<file path="config.mk">
export PLATFORM = sky130hd
export DESIGN_NAME = hgba_merge
export DESIGN_NICKNAME = d
export VERILOG_FILES = /design/src/design/hgba_pkg.sv /design/src/design/hgba_merge.sv
export SDC_FILE = /design/constraint.sdc
export NUM_CORES = 1
export LEC_CHECK = 0
export BUFFER_PORTS_ARGS = -buffer_cell sky130_fd_sc_hd__buf_2
export CORE_AREA = 3 3 201 203
export DETAILED_ROUTE_END_ITERATION = 12
export DIE_AREA = 0 0 204 206
export PLACE_DENSITY = 0.36
export SLEW_MARGIN = 5
export SYNTH_ARGS = -nofsm -noshare
export SYNTH_HDL_FRONTEND = slang
export SYNTH_SLANG_ARGS = --single-unit
</file>
<file path="constraint.sdc">
create_clock -name vclk -period 3.65
set_input_delay 0.365 -clock vclk [all_inputs]
set_output_delay 0.365 -clock vclk [all_outputs]
set_load 0.02 [all_outputs]
</file>
<file path="src/design/hgba_pkg.sv">
// Shared types and constants of the hash group-by aggregator.
// Holds table geometry, opcodes, status codes and the stored entry layout.
// No dependencies.
package hgba_pkg;

  // Table geometry. The home slot is the low key bits, so the size is a power of two.
  localparam int TABLE_ENTRIES = 1024;
  localparam int IDX_W         = $clog2(TABLE_ENTRIES);
  localparam int SLOT_W        = 10;

  // Operation codes of an input transaction.
  localparam logic [1:0] OP_ACCUM = 2'd0;
  localparam logic [1:0] OP_READ  = 2'd1;
  localparam logic [1:0] OP_CLEAR = 2'd2;

  // Status codes of a result transaction.
  localparam logic [2:0] ST_HIT     = 3'd0;
  localparam logic [2:0] ST_NEW     = 3'd1;
  localparam logic [2:0] ST_FULL    = 3'd2;
  localparam logic [2:0] ST_READ    = 3'd3;
  localparam logic [2:0] ST_CLEARED = 3'd4;

  // One table entry as it is kept in memory.
  typedef struct packed {
    logic        used;
    logic [31:0] key;
    logic [31:0] count;
    logic [63:0] sum;
    logic [31:0] min_v;
    logic [31:0] max_v;
  } entry_t;

  // Outcome of comparing one probed entry against the item's key.
  typedef struct packed {
    logic hit;
    logic empty;
  } probe_t;

endpackage

</file>
<file path="src/design/hgba_merge.sv">
// Probe evaluation and entry update for one accumulate step.
// Compares the probed entry with the key and builds the entry to write back.
// Depends on hgba_pkg.
module hgba_merge import hgba_pkg::*; (
  input  entry_t      cur,
  input  logic [31:0] agg_key,
  input  logic [31:0] sum_value,
  input  logic [31:0] min_value,
  input  logic [31:0] max_value,
  output probe_t      outcome,
  output entry_t      merged
);

  // Classify the probed slot.
  assign outcome.hit   = cur.used && (cur.key == agg_key);
  assign outcome.empty = !cur.used;

  // Either fold the element into the group or start a new group.
  always_comb begin
    if (outcome.hit) begin
      merged.used  = 1'b1;
      merged.key   = cur.key;
      merged.count = cur.count + 32'd1;
      merged.sum   = cur.sum + {32'd0, sum_value};
      merged.min_v = (min_value < cur.min_v) ? min_value : cur.min_v;
      merged.max_v = (max_value > cur.max_v) ? max_value : cur.max_v;
    end else begin
      merged.used  = 1'b1;
      merged.key   = agg_key;
      merged.count = 32'd1;
      merged.sum   = {32'd0, sum_value};
      merged.min_v = min_value;
      merged.max_v = max_value;
    end
  end

endmodule

</file>
==> results of run 1 <==
timing repair:
action,in CTS,in global routing
pin swaps,3,21
setup buffers,1,6
cloned,0,1
setup endpoints to repair,55,65
gates resized for setup,12,32
metal layers:
layer  vias up  global-route usage [%]  wire length, microns
met3        40                    2.90                  2640
met2       357                    33.6                 20200
li1       4357                       -                     -
met4        12                    2.65                   756
met5         -                       0                    81
met1      3802                    14.0                 11500
cell usage after synthesis (2+ instances only):
master | number | area share [%]
and3_1 | 10 | 0.99
nor2_1 | 99 | 5.9
nor2b_1 | 5 | 0.49
a32oi_1 | 2 | 0.28
mux2_2 | 62 | 11
o21ai_0 | 61 | 4.8
a31o_2 | 3 | 0.41
o31ai_1 | 4 | 0.47
buf_6 | 3 | 0.53
inv_1 | 77 | 4.6
nand3_1 | 32 | 2.5
xor2_1 | 72 | 9.9
nor4_1 | 14 | 1.4
o21ai_1 | 3 | 0.24
mux2_1 | 2 | 0.35
a31oi_1 | 2 | 0.20
o21a_1 | 4 | 0.47
nand2b_1 | 4 | 0.39
and2_1 | 3 | 0.30
nor3_1 | 12 | 0.95
xnor2_1 | 45 | 6.2
a21o_1 | 42 | 5.0
a211oi_1 | 3 | 0.35
nand4_1 | 38 | 3.7
nand2_1 | 86 | 5.1
ha_1 | 96 | 19
o2111ai_1 | 2 | 0.28
nor4b_2 | 2 | 0.47
or2_2 | 2 | 0.20
or3_1 | 5 | 0.49
and4_1 | 3 | 0.41
or4_1 | 5 | 0.59
clkbuf_1 | 55 | 3.3
a21oi_1 | 58 | 4.6
buf_2 | 6 | 0.47
o211ai_1 | 4 | 0.47
power groups by stage:
| stage | Clock [mW] | Combinational, mW | Sequential, mW |
|---|---|---|---|
| floorplan | 0 | 0.622 | 0 |
| global placement | 0 | 1.15 | 0 |
| detailed placement | 0 | 1.15 | 0 |
| CTS | 0 | 1.17 | 0 |
| global route | 0.000000184 | 1.31 | 0 |
| finish | 0.000000260 | 1.18 | 0 |
cell type report:
| cell class | instances | area share [%] |
|---|---|---|
| inverters | 77 | 2.85 |
| diodes | 7 | 0.173 |
| well taps | 518 | 6.40 |
| multi-input cells | 804 | 59.2 |
| repair buffers | 582 | 31.4 |
worst max-delay path by stage:
stage	from	to	slack, ns	depth (start not counted)
2_1_floorplan	cur[64]	merged[118]	0.1	12
3_5_place_dp	sum_value[0]	merged[108]	-0.40	15
6_report	sum_value[0]	merged[126]	0.01	15
3_3_place_gp	sum_value[0]	merged[108]	-0.37	15
5_1_grt	sum_value[0]	merged[126]	-0.11	15
4_1_cts	sum_value[0]	merged[106]	0.008	15
metrics by stage:
| stage | area, sq um | worst slack [ns] | hold WS (ns) | TNS (ns) | util [%] |
|---|---|---|---|---|---|
| 2_1_floorplan | 6350 | 0.0986 | 0.814 | 0 | - |
| 3_3_place_gp | 9820 | -0.373 | 0.976 | -3.90 | 25.4 |
| 3_5_place_dp | 9820 | -0.400 | 0.975 | -4.66 | 25.4 |
| 4_1_cts | 9900 | 0.00842 | 0.976 | 0 | 25.6 |
| 5_1_grt | 10100 | -0.111 | 0.983 | -0.685 | 26.2 |
| 6_report | 10100 | 0.0145 | 0.975 | 0 | 26.2 |
cell families (layout without fill, tap and decap cells):
group	count (synthesis)	in the layout	share of synthesized area, %
fa+ha+maj	97	97	19.2
xor+xnor	117	117	16.1
simple gates	326	326	24.8
mux	64	64	11.3
compound gates	199	199	19.5
buf+inv	142	659	8.92
other cells	1	8	0.0590
critical path: cells and delay by family:
family                     cells  cell delay (ns)
xor gates and xnor gates       1             0.14
and+or+nand+nor                3             0.91
adders and majority gates      2             0.33
buffers and inverters          4             0.55
AOI/OAI and AO/OA              5             0.97
==> load_flow_metrics.sql, run 1 <==
INSERT INTO impl_metrics (metric_group, metric, value, unit) VALUES
('cells_and_area', 'nFillCells', '4421', ''),
('synth', 'post_synth_inst_count', '946', ''),
('die', 'core.rowCount', '72', ''),
('global_route', 'global_route_wire_length_before_repair', '49600', 'microns'),
('global_route', 'grt_max_degree', '43', ''),
('pwr', 'seq_power_share', '0', '%'),
('pwr', 'power.density_cell_area', '117', 'nW/um^2'),
('critical_path', 'critical_path.cell_chain', 'buf_8 > ha_4 > fa_2 > a21o_1 > a221oi_4 > or4_4 > a2111oi_4 > o31ai_1 > buf_4 > o21a_4 > buf_6 > nor4b_4 > xnor2_1 > nor2_1 > buf_4', ''),
('drt', 'drt_first_pass_iters', '6', ''),
('synth', 'ys_warn_count', '0', ''),
('cells_and_area', 'layout.area.seq', '0', 'sq um'),
('pwr', 'power.clock.fraction', '0', '%'),
('pwr', 'worst_ir_drop_vdd', '0.0618', 'mV'),
('die', 'num_io_pins', '516', ''),
('critical_path', 'crit_type', 'in -> out', ''),
('cells_and_area', 'finish.cell_count_without_fillers', '1988', ''),
('die', 'die_height', '206', 'microns'),
('worst_hold_path', 'worstHoldPathCells', '2', ''),
('cells_and_area', 'n_sequential_cell', '0', ''),
('timing', 'timing.final.max_slew_violations', '0', ''),
('die', 'placeableCoreArea', '38600', 'sq um'),
('worst_hold_path', 'timing.hold.worst.class', 'in -> out', ''),
('cells_and_area', 'multi_input_area', '6000', 'sq um'),
('critical_path', 'cp_data_arrival_time', '3.27', 'ns'),
('placement', 'port_buffers', '515', ''),
('worst_hold_path', 'timing.hold.worst_endpoint', 'merged[165]', ''),
('clocking', 'hold_buffers', '0', ''),
('critical_path', 'setup.worst_path.start_class', 'input port', ''),
('global_route', 'track_usage', '15.1', '%'),
('synth', 'synth.cell_area', '6350', 'sq um'),
('cells_and_area', 'clock_buffer_count', '0', ''),
('critical_path', 'endpoint_kind', 'output pin', ''),
('cells_and_area', 'leading_cell_types_in_the_layout_fill_and_taps_excluded', '506 x buf_2, 99 x nor2_1, 92 x ha_1, 86 x nand2_1, 77 x inv_1', ''),
('cells_and_area', 'syn2layout_area_growth', '59.5', '%'),
('run', 'cap_viol_max_count', '0', ''),
('timing', 'finalHoldViolations', '0', ''),
('die', 'die-width', '204', 'microns'),
('die', 'initial_utilization', '16.4', '%'),
('global_route', 'gr-total-overflow', '0', ''),
('synth', 'avgSynthCellArea', '6.71', 'sq um'),
('critical_path', 'crit_required', '3.28', 'ns'),
('critical_path', 'critical-path-top-cell-by-count', 'buf_4', ''),
('placement', 'place_inst', '1974', ''),
('pwr', 'power.share.combinational', '100.0', '%'),
('synth', 'synthesis.nets', '1364', ''),
('pwr', 'cell_internal_pwr', '0.533', 'mW'),
('critical_path', 'peak_per_stage_delay_on_the_critical_path', '0.57', 'ns'),
('pwr', 'total_switching_power', '0.649', 'mW'),
('timing', 'finalSetupViolations', '0', ''),
('timing', 'final_min_period_over_clock_period', '99.6', '%'),
('drt', 'number_of_design_rule_violations_left_after_detail_routing', '0', ''),
('drt', 'via_density', '4.31', ''),
('cells_and_area', 'layout_commonest_cell', 'buf_2', ''),
('placement', 'dp_hpwl', '32200', 'microns'),
('die', 'die-area', '42000', 'sq um'),
('drt', 'routed-via-count', '8568', ''),
('timing', 'worst_slew_pin_slew', '0.685', 'ns'),
('cells_and_area', 'post_route_cells_drive_above_1_share', '46.4', '%'),
('timing', 'max_slew_margin', '54.2', '%'),
('pwr', 'p_leak', '5.34', 'nW'),
('global_route', 'grt_pass1_vias', '8708', ''),
('timing', 'finalCriticalPeriod', '3.64', 'ns'),
('critical_path', 'critical_path.slowest_cell', 'or4_4', ''),
('drt', 'drt_first_iter_violations', '357', ''),
('synth', 'yosysUniqueCellTypes', '56', ''),
('timing', 'max_freq', '275', 'MHz'),
('drt', 'wirelength', '35100', 'microns'),
('drt', 'detail-route-antenna-nets', '0', ''),
('cells_and_area', 'final_nets', '1883', ''),
('critical_path', 'crit_fanout', '5', ''),
('synth', 'seq_area_frac_synth', '0', '%'),
('pwr', 'total_power', '1.18', 'mW'),
('worst_hold_path', 'hold_path_startpoint', 'agg_key[5]', ''),
('pwr', 'p_sw_share', '54.9', '%'),
('timing', 'rsz0062_at_grt', 'true', ''),
('global_route', 'grt_antenna_before_repair', '19', ''),
('placement', 'gp_routability_congestion', '0.831', ''),
('drt', 'route.detailed.wl_per_inst', '17.7', 'microns'),
('outcome', 'status', 'finished, final reports clean', '');
Note: power is estimated with default switching activity, not from simulation.
==> run 2, diff against run 1 <==
==> constraint.sdc (replaced) <==
create_clock -name vclk -period 4.3
set_input_delay 0.43 -clock vclk [all_inputs]
set_output_delay 0.43 -clock vclk [all_outputs]
set_load 0.1 [all_outputs]
==> run 2 against run 1 <==
Total power grew 24%. Worst setup slack better by 0.26 ns. Highest routed layer unchanged. Combinational power grew 24%. Non-clock buffer count decreased by 44. Via count is 1.2% lower. Routed wire length increased by 2.9%. Sequential share of layout area stayed put. Critical endpoint is now merged[92]. Global-route usage rose by 0.75 points. Final area is 8.9% higher. Flip-flop and latch count is the same. Core utilization is 2.3 points higher.
==> load_flow_metrics.sql, run 2 (synthesis gave the netlist of run 1 again) <==
INSERT INTO impl_metrics (metric_group, metric, value, unit) VALUES
('critical_path', 'setup.worst_path.start_class', 'input port', ''),
('global_route', 'grt_pass1_vias', '8423', ''),
('clocking', 'post_cts_buffers', '0', ''),
('placement', 'dpl_worst_slack', '0.0846', 'ns'),
('drt', 'drt_first_iter_violations', '237', ''),
('placement', 'port_buffers', '515', ''),
('cells_and_area', 'layout_commonest_cell', 'buf_2', ''),
('die', 'core.rowCount', '72', ''),
('drt', 'number_of_design_rule_violations_left_after_detail_routing', '0', ''),
('pwr', 'power.clock.fraction', '0', '%'),
('timing', 'timing.setup.tns', '0', 'ns'),
('pwr', 'worst_ir_drop_vdd', '0.0900', 'mV'),
('die', 'die-area', '42000', 'sq um'),
('global_route', 'grt_antenna_before_repair', '18', ''),
('timing', 'finalSetupViolations', '0', ''),
('cells_and_area', 'clock_buffer_count', '0', ''),
('timing', 'max_slew_margin', '49.9', '%'),
('global_route', 'global_route_wire_length_before_repair', '51600', 'microns'),
('placement', 'gp_routability_congestion', '0.864', ''),
('pwr', 'seq_power_share', '0', '%'),
('timing', 'finalCriticalPeriod', '4.02', 'ns'),
('timing', 'setup_slack', '0.277', 'ns'),
('timing', 'max_freq', '249', 'MHz'),
('outcome', 'status', 'finished, final reports clean', ''),
('cells_and_area', 'n_sequential_cell', '0', ''),
('drt', 'detail-route-antenna-nets', '0', ''),
('critical_path', 'cp_data_arrival_time', '3.59', 'ns'),
('cells_and_area', 'layout.area.seq', '0', 'sq um'),
('cells_and_area', 'post_route_cells_drive_above_1_share', '45.0', '%'),
('pwr', 'power.share.combinational', '100.0', '%'),
('run', 'cap_viol_max_count', '0', ''),
('die', 'die-width', '204', 'microns'),
('pwr', 'power.density_cell_area', '132', 'nW/um^2'),
('pwr', 'total_switching_power', '0.951', 'mW'),
('drt', 'routed-via-count', '8464', ''),
('die', 'die_height', '206', 'microns'),
('pwr', 'p_sw_share', '65.1', '%'),
('critical_path', 'crit_fanout', '3', ''),
('drt', 'via_density', '4.36', ''),
('timing', 'timing.final.max_slew_violations', '0', ''),
('global_route', 'gr-total-overflow', '0', ''),
('worst_hold_path', 'timing.hold.worst.class', 'in -> out', ''),
('die', 'num_io_pins', '516', ''),
('cells_and_area', 'nFillCells', '4310', ''),
('timing', 'final_min_period_over_clock_period', '93.6', '%'),
('critical_path', 'endpoint_kind', 'output pin', ''),
('drt', 'route.detailed.wl_per_inst', '18.6', 'microns'),
('drt', 'drt_first_pass_iters', '4', ''),
('pwr', 'cell_internal_pwr', '0.510', 'mW'),
('global_route', 'grt_max_degree', '61', ''),
('die', 'initial_utilization', '16.4', '%'),
('cells_and_area', 'syn2layout_area_growth', '73.6', '%'),
('drt', 'wirelength', '36100', 'microns'),
('critical_path', 'crit_type', 'in -> out', ''),
('pwr', 'p_leak', '5.52', 'nW'),
('timing', 'worst_hold_slack', '1.25', 'ns'),
('timing', 'worst_slew_pin_slew', '0.744', 'ns'),
('cells_and_area', 'final_nets', '1839', ''),
('clocking', 'post_cts.resized_instances', '0', ''),
('die', 'placeableCoreArea', '38600', 'sq um'),
('timing', 'rsz0062_at_grt', 'false', ''),
('placement', 'dp_hpwl', '33300', 'microns'),
('global_route', 'track_usage', '15.9', '%'),
('critical_path', 'crit_required', '3.87', 'ns'),
('clocking', 'hold_buffers', '0', ''),
('timing', 'finalHoldViolations', '0', ''),
('cells_and_area', 'leading_cell_types_in_the_layout_fill_and_taps_excluded', '419 x buf_2, 97 x buf_12, 96 x ha_1, 86 x nand2_1, 84 x nor2_1', '');
==> run 2: cell types whose count changed in the layout (fill, tap and decap cells not counted), sizes merged <==
cell / change
clkbuf: +1
buf: -45
diode: -2
==> run 2: final cells by class <==
type                       instances  area (sq um)  share of cell area, %
tap                              518           648                   5.88
timing repair buffer             538          4200                   38.1
antenna                            5          12.5                  0.113
multi-input combinational        804          5870                   53.3
inverter                          77           289                   2.62
==> run 2: through the flow <==
| stage | cell area [sq um] | util, % | power (mW) | cells |
|---|---|---|---|---|
| 2_1_floorplan | 6410 | - | 0.925 | 946 |
| 3_3_place_gp | 11000 | 28.5 | 1.47 | 1937 |
| 3_5_place_dp | 11000 | 28.5 | 1.47 | 1937 |
| 4_1_cts | 11000 | 28.5 | 1.47 | 1937 |
| 5_1_grt | 11000 | 28.5 | 1.57 | 1942 |
| 6_report | 11000 | 28.5 | 1.46 | 1942 |
==> run 2: path summary, 6_finish.rpt <==
kind                        start     endpoint  cells after the start
worst max-delay path      cur[64]   merged[92]                     14
worst min-delay path  agg_key[15]  merged[175]                      2
==> run 2: routing by layer <==
metal | vias up | routed length, microns | track usage (%)
met5 | - | 76 | 0
met4 | 12 | 1090 | 4.55
met3 | 58 | 2600 | 3.21
met2 | 347 | 19400 | 31.9
met1 | 3763 | 13000 | 16.6
li1 | 4284 | - | -
==> run 2: power by group through the flow <==
stage          clock network, mW  logic, mW  registers, mW
2_1_floorplan                  0      0.925              0
3_3_place_gp                   0       1.47              0
3_5_place_dp                   0       1.47              0
4_1_cts                        0       1.47              0
5_1_grt              0.000000157       1.57              0
6_report             0.000000158       1.46              0
==> run 2: critical path: stages <==
cell and delay (ns):
buf_2 0.10, ha_1 0.22, fa_1 0.42, a21o_1 0.22, a221oi_1 0.39, buf_4 0.21
or4_4 0.15, nand3_1 0.09, a31oi_1 0.30, o21ai_0 0.26, o221ai_1 0.26, xor2_1 0.10
o21ai_1 0.22, buf_12 0.21
